$ cat src/hdl/rsts_pkg.sv
// ----------------------------------------------------------------------------
// rsts_pkg
// Shared types, operation and result codes for the sound trigger scheduler.
// ----------------------------------------------------------------------------
package rsts_pkg;

  localparam int unsigned NUM_SLOTS_DEF  = 16;
  localparam int unsigned TIMER_BITS_DEF = 16;

  localparam logic [1:0] OP_START   = 2'd0;
  localparam logic [1:0] OP_STOP    = 2'd1;
  localparam logic [1:0] OP_TICK    = 2'd2;
  localparam logic [1:0] OP_UNKNOWN = 2'd3;

  localparam logic [1:0] KIND_REPLY = 2'd0;
  localparam logic [1:0] KIND_PLAY  = 2'd1;
  localparam logic [1:0] KIND_HELD  = 2'd2;
  localparam logic [1:0] KIND_DONE  = 2'd3;

  // Slot id reported when no slot is given or acting.
  localparam logic [4:0] SLOT_NONE = 5'h1f;

  localparam logic [1:0] MODE_ONCE     = 2'd0;
  localparam logic [1:0] MODE_PERIODIC = 2'd1;
  localparam logic [1:0] MODE_BEGIN    = 2'd2;
  localparam logic [1:0] MODE_MEASURE  = 2'd3;

  // Classified command handed from the front end to the slot engine.
  typedef struct packed {
    logic [1:0]  op;
    logic        play_now;
    logic        unknown;
    logic [15:0] sound;
    logic [15:0] delay;
    logic [15:0] interval;
    logic [13:0] count;
    logic [15:0] target;
    logic [31:0] mask;
    logic [4:0]  handle;
  } cmd_t;

endpackage

$ cat src/hdl/rsts_front.sv
// ----------------------------------------------------------------------------
// rsts_front
// Accepts input beats, classifies them and holds them in a two-entry queue.
// ----------------------------------------------------------------------------
module rsts_front
  import rsts_pkg::*;
(
  input  logic        clk,
  input  logic        rst_n,
  input  logic        push,
  output logic        full,
  input  logic [1:0]  op,
  input  logic [15:0] sound_id,
  input  logic [15:0] start_delay,
  input  logic [15:0] repeat_interval,
  input  logic [13:0] trigger_total,
  input  logic [15:0] target_slot,
  input  logic [31:0] busy_mask,
  input  logic [4:0]  free_handle,
  output logic        cmd_valid,
  output cmd_t        cmd,
  input  logic        cmd_take
);

  cmd_t       q_r [2];
  logic [1:0] cnt_r;
  logic       rd_r;
  logic       wr_r;
  cmd_t       c;
  logic [15:0] ival;
  logic       do_push;
  logic       do_pop;

  always_comb begin
    ival = (trigger_total == 14'd1) ? 16'd0 : repeat_interval;
    c = '0;
    c.op       = op;
    c.unknown  = (op != OP_START) && (op != OP_STOP) && (op != OP_TICK);
    c.play_now = ($signed(start_delay) <= 16'sd0) && (ival == 16'd0);
    c.sound    = sound_id;
    c.delay    = start_delay;
    c.interval = ival;
    c.count    = trigger_total;
    c.target   = target_slot;
    c.mask     = busy_mask;
    c.handle   = free_handle;
  end

  assign full      = (cnt_r == 2'd2);
  assign cmd_valid = (cnt_r != 2'd0);
  assign cmd       = q_r[rd_r];
  assign do_push   = push && !full;
  assign do_pop    = cmd_take && cmd_valid;

  always_ff @(posedge clk) begin
    if (!rst_n) begin
      cnt_r <= 2'd0;
      rd_r  <= 1'b0;
      wr_r  <= 1'b0;
    end else begin
      if (do_push) wr_r <= !wr_r;
      if (do_pop) rd_r <= !rd_r;
      cnt_r <= cnt_r + {1'b0, do_push} - {1'b0, do_pop};
    end
  end

  always_ff @(posedge clk) begin
    if (do_push) q_r[wr_r] <= c;
  end

endmodule

$ cat src/hdl/rsts_engine.sv
// ----------------------------------------------------------------------------
// rsts_engine
// Slot engine: executes one command at a time, walking slots one per cycle
// on a tick while the output is free; result beats leave a single output register.
// ----------------------------------------------------------------------------
module rsts_engine
  import rsts_pkg::*;
#(
  parameter int unsigned NUM_SLOTS  = NUM_SLOTS_DEF,
  parameter int unsigned TIMER_BITS = TIMER_BITS_DEF
) (
  input  logic        clk,
  input  logic        rst_n,
  input  logic        cmd_valid,
  input  cmd_t        cmd,
  output logic        cmd_take,
  output logic        empty,
  input  logic        pop,
  output logic [1:0]  kind,
  output logic [4:0]  slot_id,
  output logic [15:0] sound_out,
  output logic [4:0]  handle_out,
  output logic        last
);

  localparam int unsigned SW = (NUM_SLOTS > 1) ? $clog2(NUM_SLOTS) : 1;
  localparam int unsigned TB = TIMER_BITS;
  localparam logic [TB-1:0] TMAX = {1'b0, {(TB-1){1'b1}}};

  localparam logic [1:0] ST_IDLE  = 2'd0;
  localparam logic [1:0] ST_PLAY  = 2'd1;
  localparam logic [1:0] ST_WALK  = 2'd2;
  localparam logic [1:0] ST_FINAL = 2'd3;

  logic [NUM_SLOTS-1:0] busy_r;
  logic [1:0]    mode_r   [NUM_SLOTS];
  logic [TB-1:0] timer_r  [NUM_SLOTS];
  logic [TB-1:0] period_r [NUM_SLOTS];
  logic [13:0]   rem_r    [NUM_SLOTS];
  logic [15:0]   snd_r    [NUM_SLOTS];
  logic [4:0]    hdl_r    [NUM_SLOTS];

  logic [1:0]    st_r;
  logic [SW-1:0] idx_r;
  cmd_t          cur_r;

  logic          ov_r;
  logic [1:0]    okind_r;
  logic [4:0]    oslot_r;
  logic [15:0]   osnd_r;
  logic [4:0]    ohdl_r;
  logic          olast_r;

  logic          out_free;
  logic          got_ok;
  logic [SW-1:0] got;
  logic          tgt_ok;
  logic [SW-1:0] tgt;

  assign out_free   = !ov_r || pop;
  assign empty      = !ov_r;
  assign kind       = okind_r;
  assign slot_id    = oslot_r;
  assign sound_out  = osnd_r;
  assign handle_out = ohdl_r;
  assign last       = olast_r;
  assign cmd_take   = (st_r == ST_IDLE) && out_free;

  // Lowest free slot.
  always_comb begin
    got_ok = 1'b0;
    got    = '0;
    for (int i = NUM_SLOTS - 1; i >= 0; i--) begin
      if (!busy_r[i]) begin
        got_ok = 1'b1;
        got    = SW'(i);
      end
    end
  end

  always_comb begin
    tgt    = cmd.target[SW-1:0];
    tgt_ok = !cmd.target[15] && (cmd.target < 16'(NUM_SLOTS)) && busy_r[tgt];
  end

  // Current slot of the walk.
  logic [TB-1:0] t;
  logic          t_exp;
  logic [TB-1:0] pinc;
  logic [13:0]   rem;
  logic          walk_emit;
  logic          held_emit;
  always_comb begin
    t     = timer_r[idx_r];
    t_exp = $signed(t) <= $signed(TB'(1));
    pinc  = ($signed(period_r[idx_r]) < $signed(TMAX)) ? period_r[idx_r] + TB'(1)
                                                       : period_r[idx_r];
    rem   = rem_r[idx_r];
    held_emit = (mode_r[idx_r] == MODE_BEGIN) && t_exp;
    // A measuring slot plays once its handle has gone quiet; the others emit on expiry.
    if (mode_r[idx_r] == MODE_MEASURE) walk_emit = busy_r[idx_r] && !cur_r.mask[hdl_r[idx_r]];
    else walk_emit = busy_r[idx_r] && t_exp;
  end

  always_ff @(posedge clk) begin
    if (!rst_n) begin
      st_r   <= ST_IDLE;
      busy_r <= '0;
      ov_r   <= 1'b0;
      idx_r  <= '0;
      for (int i = 0; i < NUM_SLOTS; i++) mode_r[i] <= MODE_ONCE;
    end else begin
      case (st_r)
        ST_IDLE: begin
          if (cmd_valid && out_free) begin
            cur_r  <= cmd;
            ov_r   <= (cmd.op != OP_TICK);
            ohdl_r <= '0;
            if (cmd.unknown) begin
              okind_r <= KIND_DONE;
              oslot_r <= SLOT_NONE;
              osnd_r  <= '0;
              olast_r <= 1'b1;
            end else if (cmd.op == OP_STOP) begin
              okind_r <= KIND_DONE;
              oslot_r <= tgt_ok ? 5'(tgt) : SLOT_NONE;
              osnd_r  <= '0;
              olast_r <= 1'b1;
              if (tgt_ok) busy_r[tgt] <= 1'b0;
            end else if (cmd.op == OP_TICK) begin
              idx_r <= '0;
              st_r  <= ST_WALK;
            end else if (cmd.play_now) begin
              okind_r <= KIND_PLAY;
              oslot_r <= SLOT_NONE;
              osnd_r  <= cmd.sound;
              olast_r <= 1'b0;
              st_r    <= ST_PLAY;
            end else begin
              okind_r <= KIND_REPLY;
              oslot_r <= got_ok ? 5'(got) : SLOT_NONE;
              osnd_r  <= '0;
              olast_r <= 1'b1;
              if (got_ok) begin
                busy_r[got] <= 1'b1;
                timer_r[got] <= TB'($signed(cmd.delay));
                snd_r[got] <= cmd.sound;
                rem_r[got] <= cmd.count;
                hdl_r[got] <= '0;
                if (cmd.interval == 16'd0) begin
                  mode_r[got] <= MODE_ONCE;
                  period_r[got] <= '0;
                end else if (cmd.interval[15]) begin
                  mode_r[got] <= MODE_BEGIN;
                  period_r[got] <= '0;
                end else begin
                  mode_r[got] <= MODE_PERIODIC;
                  period_r[got] <= TB'(cmd.interval);
                end
              end
            end
          end else if (out_free) begin
            ov_r <= 1'b0;
          end
        end
        ST_PLAY: begin
          if (out_free) begin
            ov_r    <= 1'b1;
            okind_r <= KIND_REPLY;
            oslot_r <= SLOT_NONE;
            osnd_r  <= '0;
            olast_r <= 1'b1;
            st_r    <= ST_IDLE;
          end
        end
        ST_WALK: begin
          if (out_free) begin
            ov_r    <= walk_emit;
            osnd_r  <= snd_r[idx_r];
            oslot_r <= 5'(idx_r);
            ohdl_r  <= held_emit ? cur_r.handle : 5'd0;
            olast_r <= 1'b0;
            okind_r <= held_emit ? KIND_HELD : KIND_PLAY;
            if (busy_r[idx_r]) begin
              case (mode_r[idx_r])
                MODE_ONCE: begin
                  if (t_exp) begin
                    busy_r[idx_r] <= 1'b0;
                  end else begin
                    timer_r[idx_r] <= t - TB'(1);
                  end
                end
                MODE_PERIODIC: begin
                  if (t_exp) begin
                    timer_r[idx_r] <= period_r[idx_r];
                    if (rem != 14'd0) begin
                      rem_r[idx_r] <= rem - 14'd1;
                      if (rem == 14'd1) busy_r[idx_r] <= 1'b0;
                    end
                  end else begin
                    timer_r[idx_r] <= t - TB'(1);
                  end
                end
                MODE_BEGIN: begin
                  if (t_exp) begin
                    hdl_r[idx_r] <= cur_r.handle;
                    period_r[idx_r] <= '0;
                    mode_r[idx_r] <= MODE_MEASURE;
                    if (rem != 14'd0) rem_r[idx_r] <= rem - 14'd1;
                  end else begin
                    timer_r[idx_r] <= t - TB'(1);
                  end
                end
                default: begin
                  period_r[idx_r] <= pinc;
                  if (!cur_r.mask[hdl_r[idx_r]]) begin
                    timer_r[idx_r] <= pinc;
                    mode_r[idx_r] <= MODE_PERIODIC;
                    if (rem != 14'd0) begin
                      rem_r[idx_r] <= rem - 14'd1;
                      if (rem == 14'd1) busy_r[idx_r] <= 1'b0;
                    end
                  end
                end
              endcase
            end
            if (idx_r == SW'(NUM_SLOTS - 1)) st_r <= ST_FINAL;
            else idx_r <= idx_r + SW'(1);
          end
        end
        default: begin
          if (out_free) begin
            ov_r    <= 1'b1;
            okind_r <= KIND_DONE;
            oslot_r <= SLOT_NONE;
            osnd_r  <= '0;
            ohdl_r  <= '0;
            olast_r <= 1'b1;
            st_r    <= ST_IDLE;
          end
        end
      endcase
    end
  end

endmodule

$ cat src/hdl/repeating_sound_trigger_scheduler.sv
// ----------------------------------------------------------------------------
// repeating_sound_trigger_scheduler
// Sixteen-slot scheduler for delayed, periodic and measured sound triggers.
// ----------------------------------------------------------------------------
// Input beats are pushed while full is low; each carries op (start, stop or
// frame tick) and its operands. A two-entry queue separates the front end
// from the slot engine. Result beats appear while empty is low and leave on
// pop; last marks the final beat of one input item.
// Start and stop are handled from the idle state; an immediate play passes
// through the play state before its reply. A tick walks every slot, one per
// cycle while the output is free, then emits its done beat from the final state.
// A start or stop reply passes the input queue and the output register; the
// first beat of a tick is registered only once the walk has begun.
// Reset frees all slots and empties the input queue and the output register.
// When the receiver stalls, the engine holds in place behind its single
// output register and the input queue fills, then full rises.
// ----------------------------------------------------------------------------
module repeating_sound_trigger_scheduler
  import rsts_pkg::*;
#(
  parameter int unsigned NUM_SLOTS  = NUM_SLOTS_DEF,
  parameter int unsigned TIMER_BITS = TIMER_BITS_DEF
) (
  input  logic        clk,
  input  logic        rst_n,
  input  logic        push,
  output logic        full,
  input  logic [1:0]  in_op,
  input  logic [15:0] in_sound_id,
  input  logic [15:0] in_start_delay,
  input  logic [15:0] in_repeat_interval,
  input  logic [13:0] in_trigger_total,
  input  logic [15:0] in_target_slot,
  input  logic [31:0] in_busy_mask,
  input  logic [4:0]  in_free_handle,
  output logic        empty,
  input  logic        pop,
  output logic [1:0]  out_kind,
  output logic [4:0]  out_slot_id,
  output logic [15:0] out_sound_out,
  output logic [4:0]  out_handle_out,
  output logic        out_last
);

  logic cmd_valid;
  logic cmd_take;
  cmd_t cmd;

  rsts_front u_front (
    .clk(clk), .rst_n(rst_n), .push(push), .full(full),
    .op(in_op), .sound_id(in_sound_id), .start_delay(in_start_delay),
    .repeat_interval(in_repeat_interval), .trigger_total(in_trigger_total),
    .target_slot(in_target_slot), .busy_mask(in_busy_mask),
    .free_handle(in_free_handle),
    .cmd_valid(cmd_valid), .cmd(cmd), .cmd_take(cmd_take)
  );

  rsts_engine #(.NUM_SLOTS(NUM_SLOTS), .TIMER_BITS(TIMER_BITS)) u_engine (
    .clk(clk), .rst_n(rst_n), .cmd_valid(cmd_valid), .cmd(cmd),
    .cmd_take(cmd_take), .empty(empty), .pop(pop),
    .kind(out_kind), .slot_id(out_slot_id), .sound_out(out_sound_out),
    .handle_out(out_handle_out), .last(out_last)
  );

endmodule

$ cat config.mk
export PLATFORM = sky130hd
export DESIGN_NAME = repeating_sound_trigger_scheduler
export DESIGN_NICKNAME = d
export VERILOG_FILES = /design/src/hdl/rsts_pkg.sv /design/src/hdl/rsts_front.sv /design/src/hdl/rsts_engine.sv /design/src/hdl/repeating_sound_trigger_scheduler.sv
export SDC_FILE = /design/constraint.sdc
export NUM_CORES = 1
export LEC_CHECK = 0
export ABC_AREA = 1
export BUFFER_PORTS_ARGS = -buffer_cell sky130_fd_sc_hd__clkbuf_2
export CAP_MARGIN = 40
export CORE_AREA = 2 2 397 399
export DETAILED_ROUTE_END_ITERATION = 8
export DIE_AREA = 0 0 399 401
export GPL_TIMING_DRIVEN = 1
export PLACE_DENSITY = 0.56
export SYNTH_ARGS = -nofsm -noshare
export SYNTH_HDL_FRONTEND = slang
export SYNTH_SLANG_ARGS = --single-unit
$ cat constraint.sdc
create_clock -name clk -period 9.75 [get_ports clk]
set_input_delay 1.95 -clock clk [delete_from_list [all_inputs] [get_ports clk]]
set_output_delay 1.95 -clock clk [all_outputs]
set_load 0.02 [all_outputs]
== After elaboration in Yosys (flattened, before gate mapping) ==
Memory sizes are Yosys's and may differ from the RTL's. A register that Yosys moved wholly into a read port is not among the register bits.
Cells that the tools add are included.
Word-level totals
  register bits: 93
  memories: 7
  output and inout bits: 31
  input bits: 121
  bits in writable memories: 1342
  word-level logic and storage cells: 412
Memories
  u_engine.period_r: words 16, bits a word 16, read ports 1, clocked after Yosys merged registers in 1, wr ports 1, RTL line rsts_engine.sv:38  | logic [TB-1:0] period_r [NUM_SLOTS];
  u_engine.snd_r: words 16, bits a word 16, read ports 1, clocked after Yosys merged registers in 1, wr ports 1, RTL line rsts_engine.sv:40  | logic [15:0] snd_r [NUM_SLOTS];
  u_engine.timer_r: words 16, bits a word 16, read ports 1, clocked after Yosys merged registers in 1, wr ports 1, RTL line rsts_engine.sv:37  | logic [TB-1:0] timer_r [NUM_SLOTS];
  u_front.q_r: words 2, bits a word 119, read ports 1, clocked after Yosys merged registers in 1, wr ports 1, RTL line rsts_front.sv:25  | cmd_t q_r [2];
  u_engine.rem_r: words 16, bits a word 14, read ports 1, clocked after Yosys merged registers in 1, wr ports 1, RTL line rsts_engine.sv:39  | logic [13:0] rem_r [NUM_SLOTS];
  u_engine.hdl_r: words 16, bits a word 5, read ports 1, clocked after Yosys merged registers in 1, wr ports 1, RTL line rsts_engine.sv:41  | logic [4:0] hdl_r [NUM_SLOTS];
  1 more memories
Operators by class
  bitwise logic cells: 18
  magnitude comparators: 11
  eq/ne operators: 33
  reduce and logical (&&, ||, !) cells: 47
  mux-type cells: 276
  add/sub/neg operators: 6
Operators by type and width (number)
  $mux W16: 32
  $mux W4: 40
  $mux W1: 151
  $mux W5: 14
  $pmux W16 S2: 2
  $pmux W16 S3: 1
  $mux W14: 3
  $mux W2: 20
  $and A16 B16 Y16: 2
  $logic_not A16 Y1: 2
  $not A16 Y16: 2
  $reduce_or A16 Y1: 2
  $eq A14 B1 Y1 const B: 2
  $add A16 B1 Y16 const B: 1
  $le A16 B1 Y1 const B: 1
  $le A16 B2 Y1 const B: 1
  $lt A16 B16 Y1 const B: 1
  $lt A16 B5 Y1 const B: 1
  $ne A2 B2 Y1 const B: 8
  $or A16 B16 Y16: 1
  $sub A16 B1 Y16 const B: 1
  $logic_and A1 B1 Y1: 15
  $lt A4 B5 Y1 const B: 3
  $ne A3 B2 Y1 const B: 5
  other kinds (38): 80

== Logic depth before layout (Yosys ltp) ==
Gate-level depths: netlist of run 1.
  depth in word-level cells: 30
  gate-level depth with buffers: 29
  mapped depth without buffers: 22

== Hierarchy ==
Synthesis of run 1 repeated with hierarchy kept, for this count alone.
Second synthesis, totals
  cells, all modules: 4859
  area, all modules: 61009.8 µm²
By module, submodules not included
  rsts_engine: cells an instance 4380, area an instance 51881.0 µm², times used 1, seq. area each 35674.2 µm²
  rsts_front: cells an instance 479, area an instance 9128.8 µm², times used 1, seq. area each 7247.0 µm²

== Least setup slack after synthesis of run 1 ==
No wires, ideal clock.
  path type: in2reg
  from: input push
  to: memory u_front.q_r[1][0] (netlist bit) (enable)
  stages: 2
  path slack: 2.091 ns
  path buffers: 0
  arrival time: 7.059 ns
  library setup time: 0.600 ns
  data required time: 9.150 ns
  path through: o21ai_0 nor2_1
Between the ends
  longest elaborated chain between the ends: 3
Ends and longest elaborated chain
  start: declaration: RTL line repeating_sound_trigger_scheduler.sv:26  | input logic push,
  $logic_and A1 B1 Y1: RTL line rsts_front.sv:52  | assign do_push = push && !full;
  $mux W1: RTL line rsts_front.sv:68  | if (do_push) q_r[wr_r] <= c;
  $mux W1 (not written as such): RTL line rsts_front.sv:68
  end: declaration: RTL line rsts_front.sv:25
No other way between the ends.

==> impl_metrics.py, run 1 <==
metrics = {
    "cts": {
        "post_cts_resized": 0,
        "clk_path_buf_depth": 3,
        "cts_root_buf": "clkbuf_16",
        "clk_pin_slew_ns": 0.06,
        "cts_hold_buf": 0,
        "cts.sinks": 1440,
        "numCtsBuffers": 153,
        "htree_levels": 4,
        "worstSkewPairLatency_ns": 0.80,
        "post_cts_buffers": 0,
        "tritoncts": "done",
    },
    "setup_path": {
        "r2r_slack_ns": 3.37,
        "start_kind": "flip-flop",
        "path_class": "reg2reg",
        "cp.arrival_ns": 6.77,
        "crit_required_ns": 10.15,
        "cpMostUsedCell": "nand2_1",
        "slowest_delay_ns": 0.89,
        "cp_slowest_cell": "dfxtp_4",
        "endpoint_kind": "flip-flop",
        "path_cells": "buf_4, buf_4, o21ai_0, o211ai_1, nand3_1, nand2_1, nor2_1, nand2_1, a21oi_1, nand2_1, nand2_4, nand3_4, nand3_2, nand2_4, nand2_1, nand2_1, nand3_1, nor2_2",
        "critical_path.max_fanout": 86,
        "ff2ff_path_depth": 18,
        "reg2reg_to": "u_engine.rem_r[12][10]$_DFFE_PP_",
    },
    "floorplan": {
        "chipWidth_um": 399,
        "num_io_pins": 152,
        "coreArea_mm2": 0.156,
        "start_util": 0.389,
        "fp.dieArea_mm2": 0.160,
        "die_h_um": 401,
        "rows": 145,
    },
    "timing": {
        "slew_headroom": 0.310,
        "worst_slew_pin_slew_ns": 1.03,
        "rsz0062_at_grt": "no",
        "fmax_ghz": 0.157,
        "hold_viol": 0,
        "setup_tns_ns": 0,
        "setup_viol": 0,
        "slew_violations": 0,
        "finalCritPeriodShare": 0.654,
        "finalCriticalPeriod_ns": 6.38,
        "worst_clock_skew_ns": 0.0359,
    },
    "routing": {
        "drt_iter0_markers": 4002,
        "post-route-drc-count": 0,
        "wire_per_inst_um": 23.0,
        "antenna_left": 0,
        "drt_pass1_iterations": 5,
        "totalWireLength_um": 168000,
        "num_vias": 39900,
        "vias_per_cell": 5.46,
    },
    "finish": {
        "nets": 5261,
        "instances_no_fill": 7315,
        "drive_gt1_frac": 0.130,
        "layout-area-overhead-vs-synth_pct": 13.7,
    },
    "logic_synthesis": {
        "ys_warn_count": 0,
        "synth_enable_flop_cells": 1408,
        "mappedNetlistNets": 5114,
        "synth-seq-cells": 1440,
        "ys_seq_area_frac": 0.710,
        "synth.distinct_cells": 62,
        "syn_inst": 4982,
        "ys_async_sr_fraction": 0,
        "synth_flop_cell": "edfxtp_1",
        "syn-cell-area_mm2": 0.0605,
        "syn_area_per_cell_um2": 12.1,
    },
    "power_and_ir_drop": {
        "power_density_mw_per_mm2": 271,
        "seq_power_share": 0.414,
        "cellLeakagePower_uw": 0.0238,
        "combPwrFrac": 0.281,
        "ir_drop_uv": 251,
        "clkPwrFrac": 0.305,
        "switching_share": 0.348,
        "power_switching_uw": 6470,
        "p_int_uw": 12100,
    },
    "status": {
        "status": "finished clean",
    },
    "min_path": {
        "min_from": "u_front.rd_r$_SDFFE_PN0P_",
        "whs_endpoint": "u_front.rd_r$_SDFFE_PN0P_",
        "min_delay_path_depth": 1,
        "hp-class": "reg2reg",
    },
    "grt": {
        "grt_pass1_wl_um": 249000,
        "grt_usage": 0.207,
        "grt_max_degree": 198,
        "antenna_found_initial": 12,
        "overflow": 0,
        "grt_pass1_vias": 38300,
    },
    "placed_design": {
        "place_inst": 7032,
        "place.gp.congestion": 0.893,
        "post-dp-hpwl_um": 105000,
        "port_buffers": 151,
    },
    "job": {
        "max_cap_viol_count": 0,
    },
}
final cells by class:
type                            count  area, um^2
Multi-Input combinational cell   3036       15400
Fill cell                       14300       86900
Clock inverter                     81         812
Tap cell                         2058        2570
Sequential cell                  1440       42900
Timing Repair Buffer              291        2170
Inverter                          207         805
Antenna cell                        4        10.0
Clock buffer                      198        4090
critical path, delay by kind of cell, from the launching register on:
family / cells / cell delay (ns)
AOI/OAI and AO/OA: 3 / 0.53
buffers and inverters: 2 / 1.56
DFF: 1 / 0.89
and+or+nand+nor: 13 / 2.92
per-stage QoR:
step           utilization  instance area, um^2  power [uW]  worst slack [ns]  hold WS (ns)
6_report             0.442                68800       18600              3.37         0.500
5_1_grt              0.442                68800       19500              2.96         0.528
4_1_cts              0.442                68800       18700              3.41         0.500
3_5_place_dp         0.410                63900       13000              2.90         0.486
3_3_place_gp         0.406                63200       12900              3.01         0.477
2_1_floorplan            -                60500       11300              2.09         0.464
placed cells by master (no fill, tap or decap), drive strengths merged, types with 8 or more instances in the layout:
cell type and count:
bufinv 10, clkinv 64, a32o 10, nand3b 12, inv 208, nor4 16
a31o 13, nand2 672, nor3 40, o22ai 63, a21oi 86, nand3 222
o221ai 123, mux2i 19, ha 11, a31oi 11, or2 13, clkbuf 349
buf 139, edfxtp 1408, o31ai 8, xor2 23, o21ai 629, nor2 853
o211ai 154, dfxtp 32, nand4 18
synth_stat cells, types with 40 or more instances:
library cell / instances / area (um^2)
o22ai_1: 63 / 394
buf_6: 44 / 495
clkbuf_1: 137 / 514
o21ai_0: 582 / 2910
o221ai_1: 123 / 1080
nor2_1: 838 / 3150
edfxtp_1: 1408 / 42300
buf_2: 70 / 350
nand3_1: 212 / 1060
a21oi_1: 85 / 425
nand2_1: 652 / 2450
o21ai_1: 40 / 200
o211ai_1: 151 / 1130
inv_1: 196 / 736
kinds of logic (layout without fill, tap and decap cells):
family          count (synthesis)  after routing  synth area share
xor+xnor                       29             29           0.00420
buf+inv                       506            777            0.0407
mux                            19             19           0.00314
compound gates               1126           1126             0.113
simple gates                 1851           1851             0.127
flops                        1440           1440             0.710
fa+ha+maj                      11             11           0.00228
other cells                     0              4                 0
power groups by stage:
stage               Sequential [uW]  Combinational [uW]  Clock, uW
floorplan                      7800                3490          0
global placement               7830                5100          0
finish                         7700                5220       5680
global route                   7730                5730       6020
CTS                            7700                5210       5780
detailed placement             7830                5200          0
worst max-delay path by stage:
stage,end,cells past startpoint
floorplan,u_front.q_r[1][0]$_DFFE_PP_,2
global placement,u_engine.period_r[12][4]$_DFFE_PP_,10
detailed placement,u_engine.rem_r[12][10]$_DFFE_PP_,11
CTS,u_engine.rem_r[12][10]$_DFFE_PP_,18
global route,u_engine.rem_r[5][7]$_DFFE_PP_,18
finish,u_engine.rem_r[12][10]$_DFFE_PP_,18
routing by layer:
| layer | up-vias | track usage | wire [um] |
|---|---|---|---|
| met5 | - | 0 | 30 |
| met4 | 4 | 0.0548 | 3870 |
| met3 | 250 | 0.0404 | 12800 |
| met2 | 1537 | 0.328 | 78700 |
| met1 | 19700 | 0.291 | 72800 |
| li1 | 18400 | - | - |
flip-flops by register name, summed over array words and instances (netlist names), 2 cells and up, named ones only:
signal,flops
u_engine.snd_r,256
u_engine.idx_r,4
u_front.cnt_r,2
u_engine.handle_out,5
u_engine.slot_id,5
u_engine.kind,2
u_engine.st_r,2
u_front.q_r,238
u_engine.hdl_r,80
u_engine.timer_r,256
u_engine.rem_r,224
u_engine.mode_r,32
u_engine.period_r,256
u_engine.sound_out,16
u_engine.busy_r,16
u_engine.cur_r,37
Power figures use the tool's default switching activity.
==> run 2: changes to the inputs <==
==> constraint.sdc (replaced) <==
create_clock -name clk -period 6.4 [get_ports clk]
set_input_delay 1.28 -clock clk [delete_from_list [all_inputs] [get_ports clk]]
set_output_delay 1.28 -clock clk [all_outputs]
set_load 0.02 [all_outputs]
==> impl_metrics.py, run 2 (same netlist as run 1, synthesis figures left out) <==
metrics = {
    "cts": {
        "worstSkewPairLatency_ns": 0.80,
        "cts_hold_buf": 0,
        "tritoncts": "done",
        "htree_levels": 4,
        "clk_pin_slew_ns": 0.06,
        "cts.sinks": 1440,
        "clk_path_buf_depth": 3,
        "numCtsBuffers": 153,
        "post_cts_buffers": 0,
        "post_cts_resized": 0,
        "cts_root_buf": "clkbuf_16",
    },
    "floorplan": {
        "die_h_um": 401,
        "coreArea_mm2": 0.156,
        "start_util": 0.389,
        "fp.dieArea_mm2": 0.160,
        "num_io_pins": 152,
        "chipWidth_um": 399,
        "rows": 145,
    },
    "timing": {
        "hold_slack_ns": 0.510,
        "worst_slew_pin_slew_ns": 0.888,
        "finalCritPeriodShare": 0.831,
        "fin_ws_ns": 1.08,
        "setup_viol": 0,
        "setup_tns_ns": 0,
        "worst_clock_skew_ns": 0.0385,
        "slew_headroom": 0.408,
        "finalCriticalPeriod_ns": 5.32,
        "slew_violations": 0,
        "rsz0062_at_grt": "no",
        "fmax_ghz": 0.188,
        "hold_viol": 0,
    },
    "finish": {
        "seqCellArea_mm2": 0.0429,
        "n_fill_cell": 14400,
        "multi_input_area_mm2": 0.0153,
        "layout-area-overhead-vs-synth_pct": 13.9,
        "layout_commonest_cell": "edfxtp_1",
        "nets": 5302,
        "instances_no_fill": 7350,
        "final_cell_mix": "edfxtp_1, nor2_1, nand2_1",
        "top_regs": "u_engine.period_r x256, u_engine.snd_r x256, u_engine.timer_r x256",
        "drive_gt1_frac": 0.135,
    },
    "routing": {
        "drt_pass1_iterations": 5,
        "num_vias": 40200,
        "vias_per_cell": 5.47,
        "drt_iter0_markers": 3990,
        "wire_per_inst_um": 22.8,
        "post-route-drc-count": 0,
        "totalWireLength_um": 167000,
        "antenna_left": 0,
    },
    "grt": {
        "grt_pass1_vias": 38600,
        "grt_max_degree": 181,
        "grt_usage": 0.206,
        "antenna_found_initial": 8,
        "overflow": 0,
        "grt_pass1_wl_um": 249000,
    },
    "placed_design": {
        "place_inst": 7073,
        "port_buffers": 151,
        "post-dp-hpwl_um": 104000,
        "place.gp.congestion": 0.913,
        "place_ws_ns": 1.22,
    },
    "min_path": {
        "min_delay_path_depth": 2,
        "min_from": "u_engine.busy_r[0]$_SDFFE_PN0P_",
        "whs_endpoint": "u_engine.busy_r[0]$_SDFFE_PN0P_",
        "hp-class": "reg2reg",
    },
    "status": {
        "status": "finished clean",
    },
    "setup_path": {
        "path_class": "reg2reg",
        "path_cells": "inv_6, o21ai_0, o22ai_1, o211ai_1, nand2_1, inv_1, ha_1, inv_1, a21oi_1, nand2_1, nand2_4, nand3_4, nand2_1, o21ai_0, a21oi_1, nand2_1, nor2_2",
        "start_kind": "flip-flop",
        "endpoint_kind": "flip-flop",
        "path_delay_family": "simple AND/OR/NAND/NOR gates",
        "worst-path-buf-inv": 3,
        "reg2reg_to": "u_engine.period_r[13][14]$_DFFE_PP_",
        "r2r_slack_ns": 1.08,
        "critical_path.max_fanout": 59,
        "slowest_delay_ns": 0.72,
        "crit_required_ns": 6.81,
        "cpMostUsedCell": "nand2_1",
        "cp_slowest_cell": "nor2_2",
        "ff2ff_path_depth": 17,
        "cp.arrival_ns": 5.73,
    },
    "job": {
        "max_cap_viol_count": 0,
    },
    "power_and_ir_drop": {
        "power_density_mw_per_mm2": 409,
        "ir_drop_uv": 337,
        "cellLeakagePower_uw": 0.0240,
        "finalPower_uw": 28200,
    },
}
## run 2: worst max-delay path by stage
stage               startpoint  depth (start not counted)  slack [ns]                                   to
global placement         rst_n                         11        1.20    u_engine.period_r[8][4]$_DFFE_PP_
global route         flip-flop                         18        0.80  u_engine.period_r[13][11]$_DFFE_PP_
finish               flip-flop                         17        1.08  u_engine.period_r[13][14]$_DFFE_PP_
floorplan                  pop                          8        0.05       u_engine.snd_r[0][0]$_DFFE_PP_
CTS                  flip-flop                         18        1.22  u_engine.period_r[13][14]$_DFFE_PP_
detailed placement       rst_n                         11        1.22   u_engine.period_r[13][3]$_DFFE_PP_
## run 2: worst reg2reg max path, delay by kind of cell, from the launching register on
kind | cells | cell delay [ns]
AOI/OAI and AO/OA | 6 | 1.29
DFF | 1 | 0.70
and+or+nand+nor | 7 | 2.13
adders and majority gates | 1 | 0.23
buffers and inverters | 3 | 0.60
## run 2: area by class of cell
type	count	area share
diodes	3	0.000109
clock buffers	182	0.0578
clock inverters	92	0.0126
inverters	207	0.0117
multi-input cells	3036	0.222
flip-flops and latches	1440	0.623
well taps	2058	0.0374
repair buffers	332	0.0348
## run 2: where the power goes
part	switching [uW]	leakage [uW]	internal [uW]
clock	3690	0.00235	4910
combinational	5780	0.00803	2110
sequential	235	0.0136	11400
total	9710	0.0240	18400
## run 2: per-layer routing
layer,wire (um),share of wire,GRT usage
met1,71900,0.43,0.284
met2,79400,0.47,0.331
met3,11500,0.068,0.0384
met4,4720,0.028,0.0662
met5,61,0.00036,0
## run 2: through the flow
step	utilization	cell area [um^2]
global route	0.442	68900
global placement	0.409	63600
detailed placement	0.411	64000
floorplan	-	60500
finish	0.443	68900
CTS	0.442	68900
